**src/rtl/core/stp_pkg.sv**
```systemverilog
// ----------------------------------------------------------------------------
// stp_pkg
// Shared types and constants for the polled serial tablet link host.
// ----------------------------------------------------------------------------
package stp_pkg;

  localparam int REPORT_BYTES = 5;
  localparam int SETUP_LEN    = 5;
  localparam int QUEUE_DEPTH  = 4;

  localparam int OP_W     = 3;
  localparam int BIDX_W   = 3;
  localparam int RB_IDX_W = $clog2(REPORT_BYTES - 1);
  localparam int BEAT_W   = $clog2(SETUP_LEN);

  localparam logic [7:0] CMD_POLL_BYTE = 8'h50;
  localparam logic [7:0] CMD_STOP_BYTE = 8'h13;

  typedef enum logic [OP_W-1:0] {
    OP_OPEN  = 3'd0,
    OP_CLOSE = 3'd1,
    OP_POLL  = 3'd2,
    OP_BYTE  = 3'd3,
    OP_RXERR = 3'd4
  } op_t;

  typedef enum logic [1:0] {
    CMD_SETUP  = 2'd0,
    CMD_STOP   = 2'd1,
    CMD_POLL   = 2'd2,
    CMD_REPORT = 2'd3
  } cmd_kind_t;

  typedef struct packed {
    cmd_kind_t   kind;
    logic [1:0]  buttons;
    logic [13:0] x_pos;
    logic [13:0] y_pos;
  } cmd_t;

  function automatic logic [7:0] setup_byte(input logic [BEAT_W-1:0] idx);
    logic [7:0] b;
    case (idx)
      3'd0:    b = 8'h20;
      3'd1:    b = 8'h00;
      3'd2:    b = 8'h44;
      3'd3:    b = 8'h62;
      3'd4:    b = 8'h11;
      default: b = 8'h00;
    endcase
    return b;
  endfunction

endpackage

```
**src/rtl/core/stp_front.sv**
```systemverilog
// ----------------------------------------------------------------------------
// stp_front
// Accepts opcodes, tracks link and report collection state, and turns each
// opcode into at most one queued command for the output side.
// ----------------------------------------------------------------------------
module stp_front (
  input  logic                       clk,
  input  logic                       rst,
  input  logic                       input_kind,
  input  logic                       in_valid,
  output logic                       in_ready,
  input  logic [stp_pkg::OP_W-1:0]   opcode,
  input  logic [7:0]                 rx_byte,
  input  logic                       q_full,
  output logic                       q_push,
  output stp_pkg::cmd_t              q_data
);
  import stp_pkg::*;

  logic                link_open;
  logic                link_open_next;
  logic                awaiting;
  logic                awaiting_next;
  logic [BIDX_W-1:0]   byte_index;
  logic [BIDX_W-1:0]   byte_index_next;
  logic [7:0]          rb [REPORT_BYTES-1];
  logic                rb_wr;
  logic                accept;
  logic                has_cmd;
  logic                good;
  logic [1:0]          btn;
  logic [2:0]          hmask;

  assign in_ready = !q_full;
  assign accept   = in_valid && in_ready;
  assign q_push   = accept && has_cmd;

  // Report check: the final byte is checked straight from the input.
  always_comb begin
    good = rb[0][7] && !rx_byte[7];
    for (int i = 1; i < REPORT_BYTES - 1; i++) begin
      good = good && !rb[i][7];
    end
    hmask = rb[0][2:0];
    if (input_kind) begin
      if (hmask == 3'd0) begin
        btn = 2'd0;
      end else if (hmask inside {3'd1, 3'd2}) begin
        btn = 2'd1;
      end else begin
        btn = 2'd2;
      end
    end else begin
      btn = rb[0][1:0];
    end
  end

  always_comb begin
    link_open_next  = link_open;
    awaiting_next   = awaiting;
    byte_index_next = byte_index;
    rb_wr           = 1'b0;
    has_cmd         = 1'b0;
    q_data          = '0;
    q_data.kind     = CMD_SETUP;
    case (op_t'(opcode))
      OP_OPEN: begin
        link_open_next  = 1'b1;
        awaiting_next   = 1'b0;
        byte_index_next = '0;
        has_cmd         = 1'b1;
      end
      OP_CLOSE: begin
        awaiting_next   = 1'b0;
        byte_index_next = '0;
        link_open_next  = 1'b0;
        has_cmd         = link_open;
        q_data.kind     = CMD_STOP;
      end
      OP_POLL: begin
        awaiting_next   = 1'b1;
        byte_index_next = '0;
        has_cmd         = 1'b1;
        q_data.kind     = CMD_POLL;
      end
      OP_BYTE: begin
        if (awaiting) begin
          if (byte_index == BIDX_W'(REPORT_BYTES - 1)) begin
            awaiting_next   = 1'b0;
            byte_index_next = '0;
            has_cmd         = 1'b1;
            if (good) begin
              // Data bytes have clear MSBs, so the sums are plain joins.
              q_data.kind    = CMD_REPORT;
              q_data.buttons = btn;
              q_data.x_pos   = {rb[2][6:0], rb[1][6:0]};
              q_data.y_pos   = {rx_byte[6:0], rb[3][6:0]};
            end
          end else begin
            rb_wr           = 1'b1;
            byte_index_next = byte_index + 1'b1;
          end
        end
      end
      OP_RXERR: begin
        awaiting_next   = 1'b0;
        byte_index_next = '0;
        has_cmd         = 1'b1;
      end
      default: begin
        has_cmd = 1'b0;
      end
    endcase
  end

  always_ff @(posedge clk) begin
    if (rst) begin
      link_open  <= 1'b0;
      awaiting   <= 1'b0;
      byte_index <= '0;
    end else if (accept) begin
      link_open  <= link_open_next;
      awaiting   <= awaiting_next;
      byte_index <= byte_index_next;
    end
  end

  always_ff @(posedge clk) begin
    if (accept && rb_wr) begin
      rb[byte_index[RB_IDX_W-1:0]] <= rx_byte;
    end
  end

  a_idle_index: assert property (@(posedge clk) disable iff (rst)
    !awaiting |-> byte_index == '0)
    else $error("byte index nonzero while no report is pending");

  a_index_range: assert property (@(posedge clk) disable iff (rst)
    byte_index <= BIDX_W'(REPORT_BYTES - 1))
    else $error("byte index beyond report length");

endmodule

```
**src/rtl/core/stp_fifo.sv**
```systemverilog
// ----------------------------------------------------------------------------
// stp_fifo
// Short command queue between the opcode front end and the word emitter.
// ----------------------------------------------------------------------------
module stp_fifo #(
  parameter int DEPTH = stp_pkg::QUEUE_DEPTH
) (
  input  logic          clk,
  input  logic          rst,
  input  logic          push,
  input  stp_pkg::cmd_t push_data,
  output logic          full,
  input  logic          pop,
  output logic          head_valid,
  output stp_pkg::cmd_t head
);
  import stp_pkg::*;

  localparam int PTR_W = $clog2(DEPTH);
  localparam int CNT_W = $clog2(DEPTH + 1);

  cmd_t             mem [DEPTH];
  logic [PTR_W-1:0] wr_ptr;
  logic [PTR_W-1:0] rd_ptr;
  logic [CNT_W-1:0] count;
  logic             do_push;
  logic             do_pop;

  assign full       = count == CNT_W'(DEPTH);
  assign head_valid = count != '0;
  assign head       = mem[rd_ptr];
  assign do_push    = push && !full;
  assign do_pop     = pop && head_valid;

  always_ff @(posedge clk) begin
    if (do_push) begin
      mem[wr_ptr] <= push_data;
    end
  end

  always_ff @(posedge clk) begin
    if (rst) begin
      wr_ptr <= '0;
      rd_ptr <= '0;
      count  <= '0;
    end else begin
      if (do_push) begin
        wr_ptr <= (wr_ptr == PTR_W'(DEPTH - 1)) ? '0 : wr_ptr + 1'b1;
      end
      if (do_pop) begin
        rd_ptr <= (rd_ptr == PTR_W'(DEPTH - 1)) ? '0 : rd_ptr + 1'b1;
      end
      if (do_push && !do_pop) begin
        count <= count + 1'b1;
      end else if (do_pop && !do_push) begin
        count <= count - 1'b1;
      end
    end
  end

  a_no_overflow: assert property (@(posedge clk) disable iff (rst)
    !(push && full))
    else $error("push into a full command queue");

  a_count_range: assert property (@(posedge clk) disable iff (rst)
    count <= CNT_W'(DEPTH))
    else $error("queue count out of range");

endmodule

```
**src/rtl/core/stp_back.sv**
```systemverilog
// ----------------------------------------------------------------------------
// stp_back
// Expands queued commands into output words and holds them in a registered
// output stage.
// ----------------------------------------------------------------------------
module stp_back (
  input  logic          clk,
  input  logic          rst,
  input  logic          q_valid,
  input  stp_pkg::cmd_t q_head,
  output logic          q_pop,
  output logic          out_valid,
  input  logic          out_ready,
  output logic          tx_valid,
  output logic [7:0]    tx_byte,
  output logic          report_valid,
  output logic [1:0]    buttons,
  output logic [13:0]   x_pos,
  output logic [13:0]   y_pos,
  output logic          last
);
  import stp_pkg::*;

  logic [BEAT_W-1:0] beat;
  logic              beat_last;
  logic              load;
  logic [7:0]        byte_sel;

  // The head entry stays in the queue until its final word is loaded.
  assign beat_last = (q_head.kind != CMD_SETUP) || (beat == BEAT_W'(SETUP_LEN - 1));
  assign load      = q_valid && (!out_valid || out_ready);
  assign q_pop     = load && beat_last;

  always_comb begin
    case (q_head.kind)
      CMD_SETUP:  byte_sel = setup_byte(beat);
      CMD_STOP:   byte_sel = CMD_STOP_BYTE;
      CMD_POLL:   byte_sel = CMD_POLL_BYTE;
      CMD_REPORT: byte_sel = 8'h00;
      default:    byte_sel = 8'h00;
    endcase
  end

  always_ff @(posedge clk) begin
    if (rst) begin
      out_valid <= 1'b0;
      beat      <= '0;
    end else if (load) begin
      out_valid <= 1'b1;
      beat      <= beat_last ? '0 : beat + 1'b1;
    end else if (out_ready) begin
      out_valid <= 1'b0;
    end
  end

  always_ff @(posedge clk) begin
    if (load) begin
      tx_valid     <= q_head.kind != CMD_REPORT;
      tx_byte      <= byte_sel;
      report_valid <= q_head.kind == CMD_REPORT;
      buttons      <= q_head.buttons;
      x_pos        <= q_head.x_pos;
      y_pos        <= q_head.y_pos;
      last         <= beat_last;
    end
  end

  a_beat_setup: assert property (@(posedge clk) disable iff (rst)
    beat != '0 |-> q_valid && q_head.kind == CMD_SETUP)
    else $error("setup sequence in progress without a setup entry at the head");

endmodule

```
**src/rtl/core/serial_tablet_report_protocol.sv**
```systemverilog
// ----------------------------------------------------------------------------
// serial_tablet_report_protocol
// Host side of a polled serial tablet link: opcodes in, command bytes and
// decoded position reports out.
// ----------------------------------------------------------------------------
// An opcode word is accepted in every cycle in which the command queue
// (QUEUE_DEPTH entries) has room, so the input side takes one word per clock
// while the output side drains. Each queued command leaves through the
// registered output port: open, receive error and a bad report give five
// words, close while the link is open, poll and a good report give one word.
// The sustained rate is therefore set by the output port, one word per cycle
// while m_tready is high; received bytes that complete no report give no word.
module serial_tablet_report_protocol #(
  parameter int QUEUE_DEPTH = stp_pkg::QUEUE_DEPTH
) (
  input  logic        clk,
  input  logic        rst,
  input  logic        cfg_wen,
  input  logic        cfg_wdata,      // input_kind: 0 stylus, 1 puck
  input  logic        s_tvalid,
  output logic        s_tready,
  input  logic [15:0] s_tdata,        // [2:0] opcode, [10:3] rx_byte, rest zero
  output logic        m_tvalid,
  input  logic        m_tready,
  output logic [39:0] m_tdata,        // [7:0] tx_byte, [9:8] buttons,
                                      // [23:10] x_pos, [37:24] y_pos, rest zero
  output logic [1:0]  m_tuser,        // [0] tx_valid, [1] report_valid
  output logic        m_tlast
);
  import stp_pkg::*;

  logic        input_kind;
  logic        q_push;
  logic        q_full;
  logic        q_pop;
  logic        q_valid;
  cmd_t        q_in;
  cmd_t        q_head;
  logic        tx_valid;
  logic [7:0]  tx_byte;
  logic        report_valid;
  logic [1:0]  buttons;
  logic [13:0] x_pos;
  logic [13:0] y_pos;

  always_ff @(posedge clk) begin
    if (rst) begin
      input_kind <= 1'b0;
    end else if (cfg_wen) begin
      input_kind <= cfg_wdata;
    end
  end

  stp_front u_front (
    .clk        (clk),
    .rst        (rst),
    .input_kind (input_kind),
    .in_valid   (s_tvalid),
    .in_ready   (s_tready),
    .opcode     (s_tdata[OP_W-1:0]),
    .rx_byte    (s_tdata[10:3]),
    .q_full     (q_full),
    .q_push     (q_push),
    .q_data     (q_in)
  );

  stp_fifo #(
    .DEPTH (QUEUE_DEPTH)
  ) u_fifo (
    .clk        (clk),
    .rst        (rst),
    .push       (q_push),
    .push_data  (q_in),
    .full       (q_full),
    .pop        (q_pop),
    .head_valid (q_valid),
    .head       (q_head)
  );

  stp_back u_back (
    .clk          (clk),
    .rst          (rst),
    .q_valid      (q_valid),
    .q_head       (q_head),
    .q_pop        (q_pop),
    .out_valid    (m_tvalid),
    .out_ready    (m_tready),
    .tx_valid     (tx_valid),
    .tx_byte      (tx_byte),
    .report_valid (report_valid),
    .buttons      (buttons),
    .x_pos        (x_pos),
    .y_pos        (y_pos),
    .last         (m_tlast)
  );

  assign m_tdata = {2'b00, y_pos, x_pos, buttons, tx_byte};
  assign m_tuser = {report_valid, tx_valid};

endmodule
```
**config.mk**
```make
export PLATFORM = sky130hd
export DESIGN_NAME = serial_tablet_report_protocol
export DESIGN_NICKNAME = d
export VERILOG_FILES = /design/src/rtl/core/stp_pkg.sv /design/src/rtl/core/stp_front.sv /design/src/rtl/core/stp_fifo.sv /design/src/rtl/core/stp_back.sv /design/src/rtl/core/serial_tablet_report_protocol.sv
export SDC_FILE = /design/constraint.sdc
export NUM_CORES = 1
export LEC_CHECK = 0
export CAP_MARGIN = 20
export CORE_ASPECT_RATIO = 0.75
export CORE_MARGIN = 5
export CORE_UTILIZATION = 65
export CTS_BUF_LIST = sky130_fd_sc_hd__clkbuf_4
export CTS_CLUSTER_SIZE = 28
export DETAILED_ROUTE_END_ITERATION = 6
export DONT_BUFFER_PORTS = 1
export GPL_ROUTABILITY_DRIVEN = 0
export GPL_TIMING_DRIVEN = 0
export PLACE_DENSITY = 0.79
export SYNTH_ARGS = -nofsm -noshare
export SYNTH_HDL_FRONTEND = slang
export SYNTH_SLANG_ARGS = --single-unit
export TNS_END_PERCENT = 1
```
**constraint.sdc**
```tcl
create_clock -name clk -period 3.5 [get_ports clk]
set_clock_uncertainty 0.1 [all_clocks]
set_input_delay 0.175 -clock clk [delete_from_list [all_inputs] [get_ports clk]]
set_output_delay 0.175 -clock clk [all_outputs]
set_load 0.05 [all_outputs]
```
# After elaboration in Yosys (flattened, before gate mapping)
# Memories as Yosys holds them, arrays and structs flattened. A register that Yosys moved wholly into a read port is not among the register bits.
# Index checks and enable logic that the tools add are counted.
dict set report word_totals {
  register_bits 58
  ramBits 160
  in_bits 22
  mem_count 2
}
# memory words word_bits read_ports rd_ports_with_merged_regs wr line_no
set mem_list {}
lappend mem_list {u_fifo.mem 4 32 1 1 1 stp_fifo.sv:22} ;# cmd_t mem [DEPTH];
lappend mem_list {u_front.rb 4 8 4 0 1 stp_front.sv:26} ;# logic [7:0] rb [REPORT_BYTES-1];
dict set report op_classes {
  addsub 6
  eq_ne 18
  n_mux 34
  n_reduce_logical 41
}
# operator n
set ops {}
lappend ops {{two-way mux 32 bit} 3}
lappend ops {{one-hot mux 8 bit (4 select lines)} 1}
lappend ops {{two-way mux 30 bit} 1}
lappend ops {{one-hot mux 7 bit (4 select lines)} 1}
lappend ops {{equality test 3 x 2 -> 1 bit, second input constant} 5}
lappend ops {{two-way mux 3 bit} 5}
lappend ops {{two-way mux 2 bit} 7}
lappend ops {{logical AND 1 bit} 13}
lappend ops {{equality test 3 bit, second input constant} 4}
lappend ops {{nonzero test 2 bit} 6}
lappend ops {{two-way mux 1 bit} 11}
lappend ops {{adder 3 x 1 -> 3 bit, second input constant} 3}
lappend ops {{logical NOT 3 bit} 3}
lappend ops {{equality test 2 bit, second input constant} 4}
lappend ops {{logical NOT 1 bit} 8}
lappend ops {{equality test 3 x 1 -> 1 bit, second input constant} 2}
lappend ops {{one-hot mux 1 bit (3 select lines)} 2}
lappend ops {{one-hot mux 2 bit (3 select lines)} 1}
lappend ops {{one-hot mux 3 bit (2 select lines)} 1}
lappend ops {{nonzero test 3 bit} 2}
lappend ops {{OR reduction 3 bit} 2}
lappend ops {{adder 2 x 1 -> 2 bit, second input constant} 2}
lappend ops {{AND reduction 2 bit} 2}
lappend ops {{OR reduction 4 bit} 1}
lappend ops {{other kinds (8)} 9}

# Depth between registers and ports, before layout
# Gate-level depths: netlist of the first run.
dict set report depth {
  word_depth 10
  ltp_mapped 13
  ltp_nobuf 12
}

# Cells and area by module
# From an unflattened synthesis of the first run, not the netlist that was laid out.
dict set report hier_totals {
  hier_cells 444
  area_unflattened_um2 8329.2
}
# module n_inst cells_each area_each_um2 seq_area_each_um2
set by_module_without_submodules {}
lappend by_module_without_submodules {stp_fifo 1 217 5111.2 4023.9}
lappend by_module_without_submodules {stp_back 1 93 1590.3 1251.2}
lappend by_module_without_submodules {stp_front 1 126 1560.2 940.9}
lappend by_module_without_submodules {serial_tablet_report_protocol 1 8 67.6 20.0}

# Worst setup path after synthesis of the first run
# Ideal clock, no wire load.
dict set report synth_path {
  kind {register to register}
  start {reg (tool-made name)}
  end {reg u_fifo.count[2]}
  setup_time_ps 70
  arrival_time_ps 3024
  required_time_ps 3330
  setup_slack_ps 306
  stages_incl_launch_ff 14
  path_buffers 1
  path_cell_list {dfxtp_1 > clkbuf_1 > mux4_2 > inv_1 > ha_1 > a21boi_0 > nor3_1 > inv_1 > ha_1 > inv_1 > fa_1 > xor2_1 > or3_1 > a21oi_1}
}
# element line_no
set synth_lines {}
lappend synth_lines {{to (signal assigned)} stp_fifo.sv:54} ;# count <= count + 1'b1;
lappend synth_lines {{to (signal assigned)} stp_fifo.sv:56} ;# count <= count - 1'b1;
lappend synth_lines {{to (decl)} stp_fifo.sv:25} ;# logic [CNT_W-1:0] count;

==> flow_metrics.env, run 1 <==
export IMPL_dp_hpwl_um=8480
export IMPL_io_buffers=0
export IMPL_grt_pass1_wl_um=22960
export IMPL_synth_seq_cells=214
export IMPL_clockBufferDepth=3
export IMPL_total_power_w=0.007279
export IMPL_die_h_um=107.7
export IMPL_grt_max_degree=33
export IMPL_hp_start="cfg_wen"
export IMPL_final_cell_mix="195 x edfxtp_1, 73 x clkbuf_4, 32 x mux4_2, 31 x and2_1"
export IMPL_max_freq_ghz=0.3049
export IMPL_cap_viol_max_count=0
export IMPL_drive_above_1_share=0.2636
export IMPL_clk_pin_slew_ns=0.07
export IMPL_rrSetupSlack_ns=0.22
export IMPL_cts_buffers=50
export IMPL_slew_limit_headroom=0.3563
export IMPL_vias=4094
export IMPL_path_cells="mux4_2 > inv_1 > ha_1 > a21boi_2 > nor3_1 > inv_1 > ha_1 > inv_1 > fa_1 > xor2_1 > or3_1 > a21oi_1"
export IMPL_cp_required_ns=3.93
export IMPL_root_buffer="clkbuf_4"
export IMPL_synth_avg_cell_area_um2=18.84
export IMPL_drt_iter0_drc=224
export IMPL_coreArea_um2=12390
export IMPL_synth_seq_area_share=0.7539
export IMPL_final_common_cell="edfxtp_1"
export IMPL_yosys_area_top_type="edfxtp_1"
export IMPL_leakage_nw=3.149
export IMPL_yosysWarnings=0
export IMPL_setup_viol=0
export IMPL_synth_area_leaders="edfxtp_1 71%, mux4_2 8.7%, dfxtp_1 4.6%, ha_1 2.9%, and2_1 2.6%"
export IMPL_design_area_um2=9351
export IMPL_cp_end_kind="flop"
export IMPL_cts_tree="built"
export IMPL_htreeDepth=2
export IMPL_ys_types=48
export IMPL_period_share=0.9371
export IMPL_synthAdderAreaFrac=0.03237
export IMPL_pin_count=67
export IMPL_grt_pass1_vias=4310
export IMPL_grt_overflow=0
export IMPL_crit_path_max_incr_delay_ns=0.58
export IMPL_muxShareOfSynthArea=0.09711
export IMPL_clk_latency_ns=0.62
export IMPL_peakVddDrop_uv=459.2
export IMPL_synth_simple_area_share=0.06656
export IMPL_grt_usage=0.2006
export IMPL_outcome="finished clean"
export IMPL_cts_sinks=214
export IMPL_synth_edf_count=195
export IMPL_async_reset_ff_frac=0
export IMPL_drt_antenna_violating_nets=0
export IMPL_worst_slew_pin_slew_ns=0.9655
export IMPL_arrival_ns=3.71
export IMPL_crit_path_frequent_cell="inv_1"
export IMPL_route_detailed_wl_per_inst_um=20.18
export IMPL_hold_violations=0
export IMPL_synth_main_ff_cell="edfxtp_1"
export IMPL_fin_nets=554
export IMPL_die_area_um2=15110
export IMPL_syn_to_final_growth_pct=13.05
export IMPL_synth_cells=439
export IMPL_period_needed_ns=3.280
export IMPL_place_ws_ns=-0.1144
export IMPL_syn_area_um2=8272
export IMPL_path_class="reg -> reg"
export IMPL_layout_cells_non_filler=717
export IMPL_reg2reg_depth=12
export IMPL_pwr_density_cell_nw_per_um2=778.3
export IMPL_drv_slew=0
export IMPL_synth_xor_xnor_area_share=0.002118
export IMPL_antenna_found_initial=3
export IMPL_initial_utilization=0.6674
export IMPL_routed_via_density=5.710
export IMPL_drt_pass1_iter_count=5
export IMPL_totalWireLength_um=14470
export IMPL_hold_slack_ns=0.1866
export IMPL_hp_class="in -> reg"
export IMPL_synth_top_area_frac=0.7079
export IMPL_hold_end="input_kind"
export IMPL_dp_cells=609
export IMPL_hold_path_depth=3
export IMPL_timing_rr_end="u_fifo.count[2]"
export IMPL_synth_top_family_by_area="multiplexers"
export IMPL_start_kind="flop"
export IMPL_synth_compound_area_frac=0.02299
export IMPL_drc=0
export IMPL_core_rowCount=35
export IMPL_fin_ws_ns=0.2202
export IMPL_placed_cell_area_um2=8523
export IMPL_rsz0062_at_grt="no"
export IMPL_slowest_stage="mux4_2"
export IMPL_fp_dieW_um=140.3
export IMPL_crit_fanout=5
==> power breakdown <==
group / total [W] / switching [W] / leakage, nW / internal, W
sequential: 0.00416 / 0.000903 / 1.87 / 0.00326
clock: 0.00196 / 0.000926 / 0.383 / 0.00104
combinational: 0.00115 / 0.000682 / 0.892 / 0.000470
==> registers in the layout, indices dropped and copies added, names as in the netlist, named ones only <==
register and flops:
u_fifo.mem 128, u_front.link_open 1, u_front.byte_index 3, u_back.x_pos 14, u_front.awaiting 1, u_fifo.wr_ptr 2
u_back.out_valid 1, input_kind 1, u_fifo.count 3, u_back.buttons 2, u_back.last 1, u_back.y_pos 14
u_back.report_valid 1, u_back.tx_byte 6, u_back.tx_valid 1, u_fifo.rd_ptr 2, u_front.rb 28, u_back.beat 3
==> synth_stat cells, types with 6 or more instances <==
library cell  instances
edfxtp_1            195
mux4_2               32
a21oi_1              12
inv_1                16
buf_4                 7
o21ai_0              11
dfxtp_1              19
mux2i_1               6
nor2_1               18
ha_1                 19
nand2_1               7
and2_1               35
==> final cells by class <==
cell class / instances / area [µm²]
buffer: 21 / 138.9
inverter: 16 / 60.06
multi-input combinational: 190 / 1861
clock buffer: 73 / 548.0
clock inverter: 17 / 97.59
timing repair buffer: 19 / 200.2
sequential: 214 / 6236
tap: 166 / 207.7
antenna: 1 / 2.502
fill: 708 / 3042
==> critical path, delay by kind of cell, from the launching register on <==
kind / cells / cell delay (ns)
and+or+nand+nor: 2 / 0.43
DFF: 1 / 0.45
muxes: 1 / 0.58
AOI/OAI and AO/OA: 2 / 0.38
adders and majority gates: 3 / 0.78
xor gates and xnor gates: 1 / 0.16
buffers and inverters: 3 / 0.31
==> logic make-up after synthesis <==
kind of cell,after synthesis
DFF,214
and+or+nand+nor,92
muxes,40
buffers and inverters,38
AOI/OAI and AO/OA,31
adders and majority gates,21
xor gates and xnor gates,2
other,1
==> worst max path at each step <==
stage / startpoint / endpoint / cells past startpoint
final: flop / u_fifo.count[2] / 12
after global routing: flop / u_fifo.count[2] / 12
after CTS: flop / u_fifo.count[2] / 12
after detailed placement: flop / u_fifo.count[2] / 13
after global placement: u_back.out_valid / u_back.beat[1] / 4
after floorplan: flop / u_fifo.count[2] / 13
==> timing repair <==
item                                    4_1_cts  5_1_grt
hold buffers                                 18        0
setup buffers                                 0        0
endpoints found under the setup margin        1        1
resized for setup                             1        1
endpoints found under the hold margin        81        0
==> stage by stage <==
step                      utilization  setup TNS, ns
after CTS                      0.7541              0
after floorplan                     -              0
after global routing           0.7546              0
final                          0.7546              0
after detailed placement       0.6877        -0.1144
after global placement         0.6851         -15.69
==> metal layers <==
| metal | GRT usage | share of wire | vias to the layer above |
|---|---|---|---|
| met3 | 0.06661 | 0.074 | 32 |
| met5 | 0 | 0.0013 | - |
| li1 | - | - | 1868 |
| met1 | 0.2609 | 0.41 | 2051 |
| met2 | 0.3214 | 0.49 | 139 |
| met4 | 0.07192 | 0.019 | 4 |
(Power assumes the default switching activity.)
==> inputs of run 2 (changes only) <==
CELL_PAD_IN_SITES_DETAIL_PLACEMENT = 2   (was default)
CELL_PAD_IN_SITES_GLOBAL_PLACEMENT = 2   (was default)
CORE_UTILIZATION = 50   (was 65)
==> run 2 against run 1 <==
  * Clock-buffer cell count up 7
  * Die area up 27%
  * Clock power grew 16%
  * Combinational power increased by 38%
  * Critical path depth unchanged
  * Wire length grew 120%
  * Critical path type unchanged
  * Critical endpoint unchanged
  * Largest cell class unchanged
  * Highest routed layer unchanged
==> flow_metrics.env, run 2 (synthesized netlist as in run 1, its figures left out) <==
export IMPL_outcome="finished clean"
export IMPL_vias=5082
export IMPL_coreArea_um2=16120
export IMPL_hold_violations=0
export IMPL_io_buffers=0
export IMPL_cp_required_ns=4.02
export IMPL_peakVddDrop_uv=406.7
export IMPL_largest_reg_flops=128
export IMPL_grt_max_degree=36
export IMPL_leakage_nw=3.216
export IMPL_drive_above_1_share=0.3004
export IMPL_total_power_w=0.008116
export IMPL_worst_slew_pin_slew_ns=1.207
export IMPL_die_h_um=121.4
export IMPL_drv_slew=0
export IMPL_grt_usage=0.3410
export IMPL_period_needed_ns=3.441
export IMPL_pin_count=67
export IMPL_cts_tree="built"
export IMPL_clk_pin_slew_ns=0.10
export IMPL_path_delay_family="adder cells"
export IMPL_start_kind="flop"
export IMPL_path_class="reg -> reg"
export IMPL_antenna_found_initial=1
export IMPL_grt_pass1_vias=5380
export IMPL_root_buffer="clkbuf_4"
export IMPL_grt_pass1_wl_um=44620
export IMPL_crit_fanout=4
export IMPL_grt_overflow=0
export IMPL_initial_utilization=0.5133
export IMPL_setup_tns_final_ns=0
export IMPL_drt_pass1_iter_count=5
export IMPL_cts_buffers=51
export IMPL_final_common_cell="edfxtp_1"
export IMPL_htreeDepth=2
export IMPL_slowest_stage="mux4_2"
export IMPL_pwr_density_cell_nw_per_um2=848.1
export IMPL_cts_sinks=214
export IMPL_layout_cells_non_filler=768
export IMPL_dp_cells=657
export IMPL_dp_hpwl_um=17130
export IMPL_hp_class="in -> reg"
export IMPL_drc=0
export IMPL_route_detailed_wl_per_inst_um=41.34
export IMPL_routed_via_density=6.617
export IMPL_crit_path_max_incr_delay_ns=0.55
export IMPL_core_rowCount=40
export IMPL_clk_latency_ns=0.70
export IMPL_arrival_ns=3.96
export IMPL_hold_slack_ns=0.1668
export IMPL_final_cell_mix="195 x edfxtp_1, 80 x clkbuf_4, 32 x mux4_2, 31 x and2_1"
export IMPL_rsz0062_at_grt="no"
export IMPL_die_area_um2=19240
export IMPL_period_share=0.9831
export IMPL_drt_antenna_violating_nets=0
export IMPL_syn_to_final_growth_pct=15.70
export IMPL_design_area_um2=9570
export IMPL_cap_viol_max_count=0
export IMPL_slew_limit_headroom=0.1890
export IMPL_crit_path_frequent_cell="inv_2"
export IMPL_path_cells="mux4_2 > inv_2 > ha_1 > a21boi_4 > nor3_4 > inv_2 > ha_2 > inv_1 > fa_2 > xor2_1 > or3_4 > a21oi_2"
export IMPL_clockBufferDepth=3
export IMPL_totalWireLength_um=31750
export IMPL_setup_viol=0
export IMPL_largest_register="u_fifo.mem"
export IMPL_placed_cell_area_um2=8673
export IMPL_drt_iter0_drc=619
export IMPL_fp_dieW_um=158.5
export IMPL_path_buf_inv=3
export IMPL_max_freq_ghz=0.2906
export IMPL_fin_nets=565
export IMPL_cp_end_kind="flop"
## run 2: cell types whose count changed in the layout (fill, tap and decap cells not counted), sizes merged
cell	change
bufinv	-1
diode	+1
buf	+12
inv	-1
dlygate4sd3	-2
clkinvlp	-1
clkinv	-8
clkbuf	+7
## run 2: path summary, 6_finish.rpt
path / cells after the start / slack (ns) / startpoint / endpoint
worst max-delay path: 12 / 0.06 / u_fifo.mem[2][30] / u_fifo.count[2]
worst min-delay path: 1 / 0.17 / s_tdata[7] / u_front.rb[2][4]
worst max register to register: 12 / 0.06 / u_fifo.mem[2][30] / u_fifo.count[2]
worst min register to register: 2 / 0.47 / u_fifo.wr_ptr[1] / u_fifo.wr_ptr[1]
## run 2: stage by stage
| step | setup slack [ns] | utilization |
|---|---|---|
| 3_5_place_dp | -0.7327 | 0.5382 |
| 4_1_cts | 0.004218 | 0.5890 |
| 2_1_floorplan | 0.3058 | - |
| 3_3_place_gp | -0.5862 | 0.5303 |
| 6_report | 0.05913 | 0.5939 |
| 5_1_grt | 0.04174 | 0.5936 |
## run 2: layout make-up
| type | instances | area (µm²) |
|---|---|---|
| antenna | 2 | 5.005 |
| buffer | 21 | 138.9 |
| clock buffer | 80 | 600.6 |
| clock inverter | 6 | 22.52 |
| fill | 1318 | 6545 |
| inverter | 16 | 62.56 |
| multi-input combinational | 190 | 1903 |
| sequential | 214 | 6240 |
| tap | 210 | 262.8 |
| timing repair buffer | 29 | 335.3 |
## run 2: timing repair
action / 4_1_cts / 5_1_grt
pin swaps: 0 / 1
setup buffers: 2 / 6
endpoints found under the hold margin: 81 / 0
endpoints found under the setup margin: 3 / 1
gates resized for setup: 9 / 7
hold buffers: 16 / 0
## run 2: where the power goes
part           internal [W]  total [W]  switching (W)
logic              0.000571    0.00159        0.00102
registers           0.00326    0.00425       0.000993
clock network       0.00103    0.00227        0.00125
total               0.00486    0.00812        0.00326
## run 2: metal layers
| layer | share of wire | routed length (µm) | global-route usage | vias to the layer above |
|---|---|---|---|---|
| met5 | 0.00044 | 14 | 0 | - |
| met3 | 0.088 | 2808 | 0.08449 | 120 |
| li1 | - | - | - | 1874 |
| met1 | 0.37 | 11730 | 0.4329 | 2675 |
| met4 | 0.056 | 1783 | 0.1582 | 2 |
| met2 | 0.49 | 15420 | 0.5542 | 411 |
==> inputs of run 3 (changes only) <==
ABC_CLOCK_PERIOD_IN_PS = 3500   (was default)
SETUP_SLACK_MARGIN = 0.2   (was default)
==> run 3 against run 2 <==
  * The flow now stops in 5_1_grt
  * Synthesized area stayed put
  * Synthesized cell count stayed put
==> flow_metrics.env, run 3 <==
export IMPL_error="[ERROR DPL-0033] detailed placement checks failed during check placement."
export IMPL_root_buffer="clkbuf_4"
export IMPL_worst_endpoint="u_fifo.count[2]$_SDFFE_PP0P_/D"
export IMPL_synth_main_ff_cell="edfxtp_1"
export IMPL_antenna_found_initial=5
export IMPL_fp_dieW_um=158.5
export IMPL_die_h_um=121.4
export IMPL_cts_sinks=214
export IMPL_placed_cell_area_um2=8673
export IMPL_async_reset_ff_frac=0
export IMPL_yosysWarnings=0
export IMPL_synth_cells=439
export IMPL_initial_utilization=0.5133
export IMPL_io_buffers=0
export IMPL_synth_seq_cells=214
export IMPL_synth_seq_area_share=0.7539
export IMPL_core_rowCount=40
export IMPL_stop_stage="5_1_grt"
export IMPL_timing_worst_endpoint_kind="sequential cell input"
export IMPL_syn_area_um2=8272
export IMPL_ys_types=48
export IMPL_outcome="did not finish"
export IMPL_clockBufferDepth=3
export IMPL_synth_top_area_frac=0.7079
export IMPL_cts_buffers=51
export IMPL_synth_area_leaders="edfxtp_1 71%, mux4_2 8.7%, dfxtp_1 4.6%, ha_1 2.9%, and2_1 2.6%"
export IMPL_synthMostInstantiatedCell="edfxtp_1"
export IMPL_synth_avg_cell_area_um2=18.84
export IMPL_dp_hpwl_um=17130
export IMPL_pin_count=67
export IMPL_synth_commonest_cells="195 x edfxtp_1, 35 x and2_1, 32 x mux4_2, 19 x dfxtp_1, 19 x ha_1"
export IMPL_yosys_area_top_type="edfxtp_1"
export IMPL_grt_max_degree=36
export IMPL_synth_edf_count=195
export IMPL_htreeDepth=2
## run 3: cell counts after synthesis
No cell type changed its count.
## run 3: repair_timing
item                                    CTS
hold buffers                             16
endpoints found under the setup margin    3
hold endpoints to repair                 81
gates resized for setup                  17
buffers inserted                          5
pin swaps                                 1
## run 3: through the flow
step,cells,utilization,worst slack (ns),TNS [ns],hold WS [ns]
after floorplan,442,-,0.3058,0,0.1739
after detailed placement,657,0.5382,-0.7327,-1.169,0.1745
after CTS,764,0.5928,0.2231,0,0.1409
after global placement,652,0.5303,-0.5862,-25.22,0.1747
## run 3: cell families after synthesis
kind of cell / Yosys count / share of synthesized area
AND/OR/NAND/NOR: 92 / 0.06655
XOR/XNOR: 2 / 0.002118
adder cells (fa/ha/maj): 21 / 0.03237
other: 1 / 0.0004534
AO/OA/AOI/OAI: 31 / 0.02299
buffers and inverters: 38 / 0.02450
flip-flops: 214 / 0.7539
multiplexers: 40 / 0.09711
==> inputs of run 4 (changes only) <==
CELL_PAD_IN_SITES_DETAIL_PLACEMENT = default   (was 2)
CELL_PAD_IN_SITES_GLOBAL_PLACEMENT = default   (was 2)
CORE_ASPECT_RATIO = default   (was 0.75)
CORE_UTILIZATION = 40   (was 50)
CTS_BUF_LIST = default   (was sky130_fd_sc_hd__clkbuf_4)
CTS_CLUSTER_SIZE = default   (was 28)
PLACE_DENSITY = default   (was 0.79)
PLACE_DENSITY_LB_ADDON = 0.15   (was default)
SETUP_SLACK_MARGIN = default   (was 0.2)
==> run 4 against run 3 <==
  * The run now ends clean
==> flow_metrics.env, run 4 (synthesized netlist as in run 1, its figures left out) <==
export IMPL_crit_fanout=5
export IMPL_largest_register="u_fifo.mem"
export IMPL_crit_path_frequent_cell="inv_1"
export IMPL_routed_via_density=4.915
export IMPL_multi_input_area_um2=1861
export IMPL_setup_viol=0
export IMPL_initial_utilization=0.4075
export IMPL_final_common_cell="edfxtp_1"
export IMPL_leakage_nw=3.199
export IMPL_fp_dieW_um=153.8
export IMPL_die_area_um2=23650
export IMPL_hold_violations=0
export IMPL_die_h_um=153.8
export IMPL_wl_met1_um=6451
export IMPL_path_cells="mux4_2 > inv_1 > ha_1 > a21boi_2 > nor3_1 > inv_1 > ha_1 > inv_1 > fa_1 > xor2_1 > or3_1 > a21oi_1"
export IMPL_final_cell_mix="195 x edfxtp_1, 32 x mux4_2, 31 x and2_1, 23 x clkbuf_16, 19 x ha_1"
export IMPL_drv_slew=0
export IMPL_pin_count=67
export IMPL_total_power_w=0.008001
export IMPL_htreeDepth=1
export IMPL_drt_antenna_violating_nets=0
export IMPL_core_rowCount=52
export IMPL_cp_required_ns=3.83
export IMPL_reg2reg_depth=12
export IMPL_drive_above_1_share=0.2087
export IMPL_seqCellArea_um2=6237
export IMPL_path_class="reg -> reg"
export IMPL_io_buffers=0
export IMPL_antenna_found_initial=1
export IMPL_clockBufferDepth=3
export IMPL_totalWireLength_um=14880
export IMPL_hold_slack_ns=0.04522
export IMPL_pwr_density_cell_nw_per_um2=820.3
export IMPL_crit_path_max_incr_delay_ns=0.56
export IMPL_rsz0062_at_grt="no"
export IMPL_post_route_util=0.4805
export IMPL_rrSetupSlack_ns=0.32
export IMPL_wl_met2_um=7491
export IMPL_cap_viol_max_count=0
export IMPL_arrival_ns=3.51
export IMPL_hold_end="u_front.awaiting"
export IMPL_hp_class="in -> reg"
export IMPL_top_layer="met4"
export IMPL_route_detailed_wl_per_inst_um=19.22
export IMPL_drt_pass1_iter_count=4
export IMPL_cts_tree="built"
export IMPL_timing_rr_end="u_fifo.count[2]"
export IMPL_start_kind="flop"
export IMPL_grt_overflow=0
export IMPL_fin_nets=528
export IMPL_coreArea_um2=20300
export IMPL_peakVddDrop_uv=384.8
export IMPL_period_share=0.9095
export IMPL_slew_limit_headroom=0.4847
export IMPL_clk_latency_ns=0.50
export IMPL_vias=3804
export IMPL_largest_reg_flops=128
export IMPL_cp_end_kind="flop"
export IMPL_fill_cells=1743
export IMPL_period_needed_ns=3.183
export IMPL_outcome="finished clean"
export IMPL_cts_sinks=214
export IMPL_hp_start="s_tdata[1]"
export IMPL_clk_pin_slew_ns=0.06
export IMPL_setup_tns_final_ns=0
export IMPL_grt_max_degree=26
export IMPL_cts_buffers=23
export IMPL_hold_path_depth=4
export IMPL_drc=0
export IMPL_root_buffer="clkbuf_16"
export IMPL_dp_hpwl_um=9595
export IMPL_grt_pass1_vias=4034
export IMPL_grt_pass1_wl_um=23360
export IMPL_syn_to_final_growth_pct=17.91
export IMPL_max_freq_ghz=0.3141
export IMPL_slowest_stage="mux4_2"
export IMPL_drt_iter0_drc=200
export IMPL_wl_met3_um=631
export IMPL_grt_usage=0.1287
export IMPL_worst_slew_pin_slew_ns=0.7671
[run 4: critical path, delay by kind of cell (launching register included)]
| family | cells | cell delay, ns |
|---|---|---|
| xor+xnor | 1 | 0.16 |
| fa+ha+maj | 3 | 0.77 |
| compound gates | 2 | 0.37 |
| flops | 1 | 0.40 |
| buf+inv | 3 | 0.31 |
| mux | 1 | 0.56 |
| simple gates | 2 | 0.44 |
[run 4: where the power goes]
part,internal [W],switching (W)
Sequential,0.00326,0.000891
Combinational,0.000482,0.000687
Clock,0.00175,0.000932
Total,0.00549,0.00251
[run 4: worst max-delay path by stage]
stage | start | endpoint | slack [ns]
2_1_floorplan | flop | u_fifo.count[2] | 0.31
3_3_place_gp | u_back.out_valid | u_back.beat[1] | -0.63
3_5_place_dp | flop | u_fifo.count[2] | -0.19
4_1_cts | flop | u_fifo.count[2] | 0.04
5_1_grt | flop | u_fifo.count[2] | 0.08
6_report | flop | u_fifo.count[2] | 0.32
[run 4: metal layers]
metal / vias up / global-route usage
li1: 1776 / -
met1: 1925 / 0.1651
met2: 76 / 0.2223
met3: 27 / 0.02670
met4: 0 / 0.03785
met5: - / 0
[run 4: final cells by class]
class | instances | area share
diodes | 1 | 0.0002566
plain buffers | 21 | 0.01424
clock buffers | 29 | 0.06235
clock inverters | 13 | 0.02489
inverters | 16 | 0.006158
multi-input cells | 190 | 0.1908
flip-flops and latches | 214 | 0.6395
well taps | 270 | 0.03464
repair buffers | 20 | 0.02720
[run 4: what timing repair did]
item	in CTS	in global routing
setup buffers	0	0
endpoints found under the hold margin	69	0
pin swaps	0	0
endpoints found under the setup margin	1	1
resized for setup	1	2
hold buffers	15	0
[run 4: per-stage QoR]
step	instances	setup slack [ns]	instance area [µm²]
2_1_floorplan	442	0.3058	8283
3_3_place_gp	712	-0.6349	8621
3_5_place_dp	717	-0.1904	8748
4_1_cts	773	0.04234	9746
5_1_grt	774	0.07642	9753
6_report	774	0.3167	9753
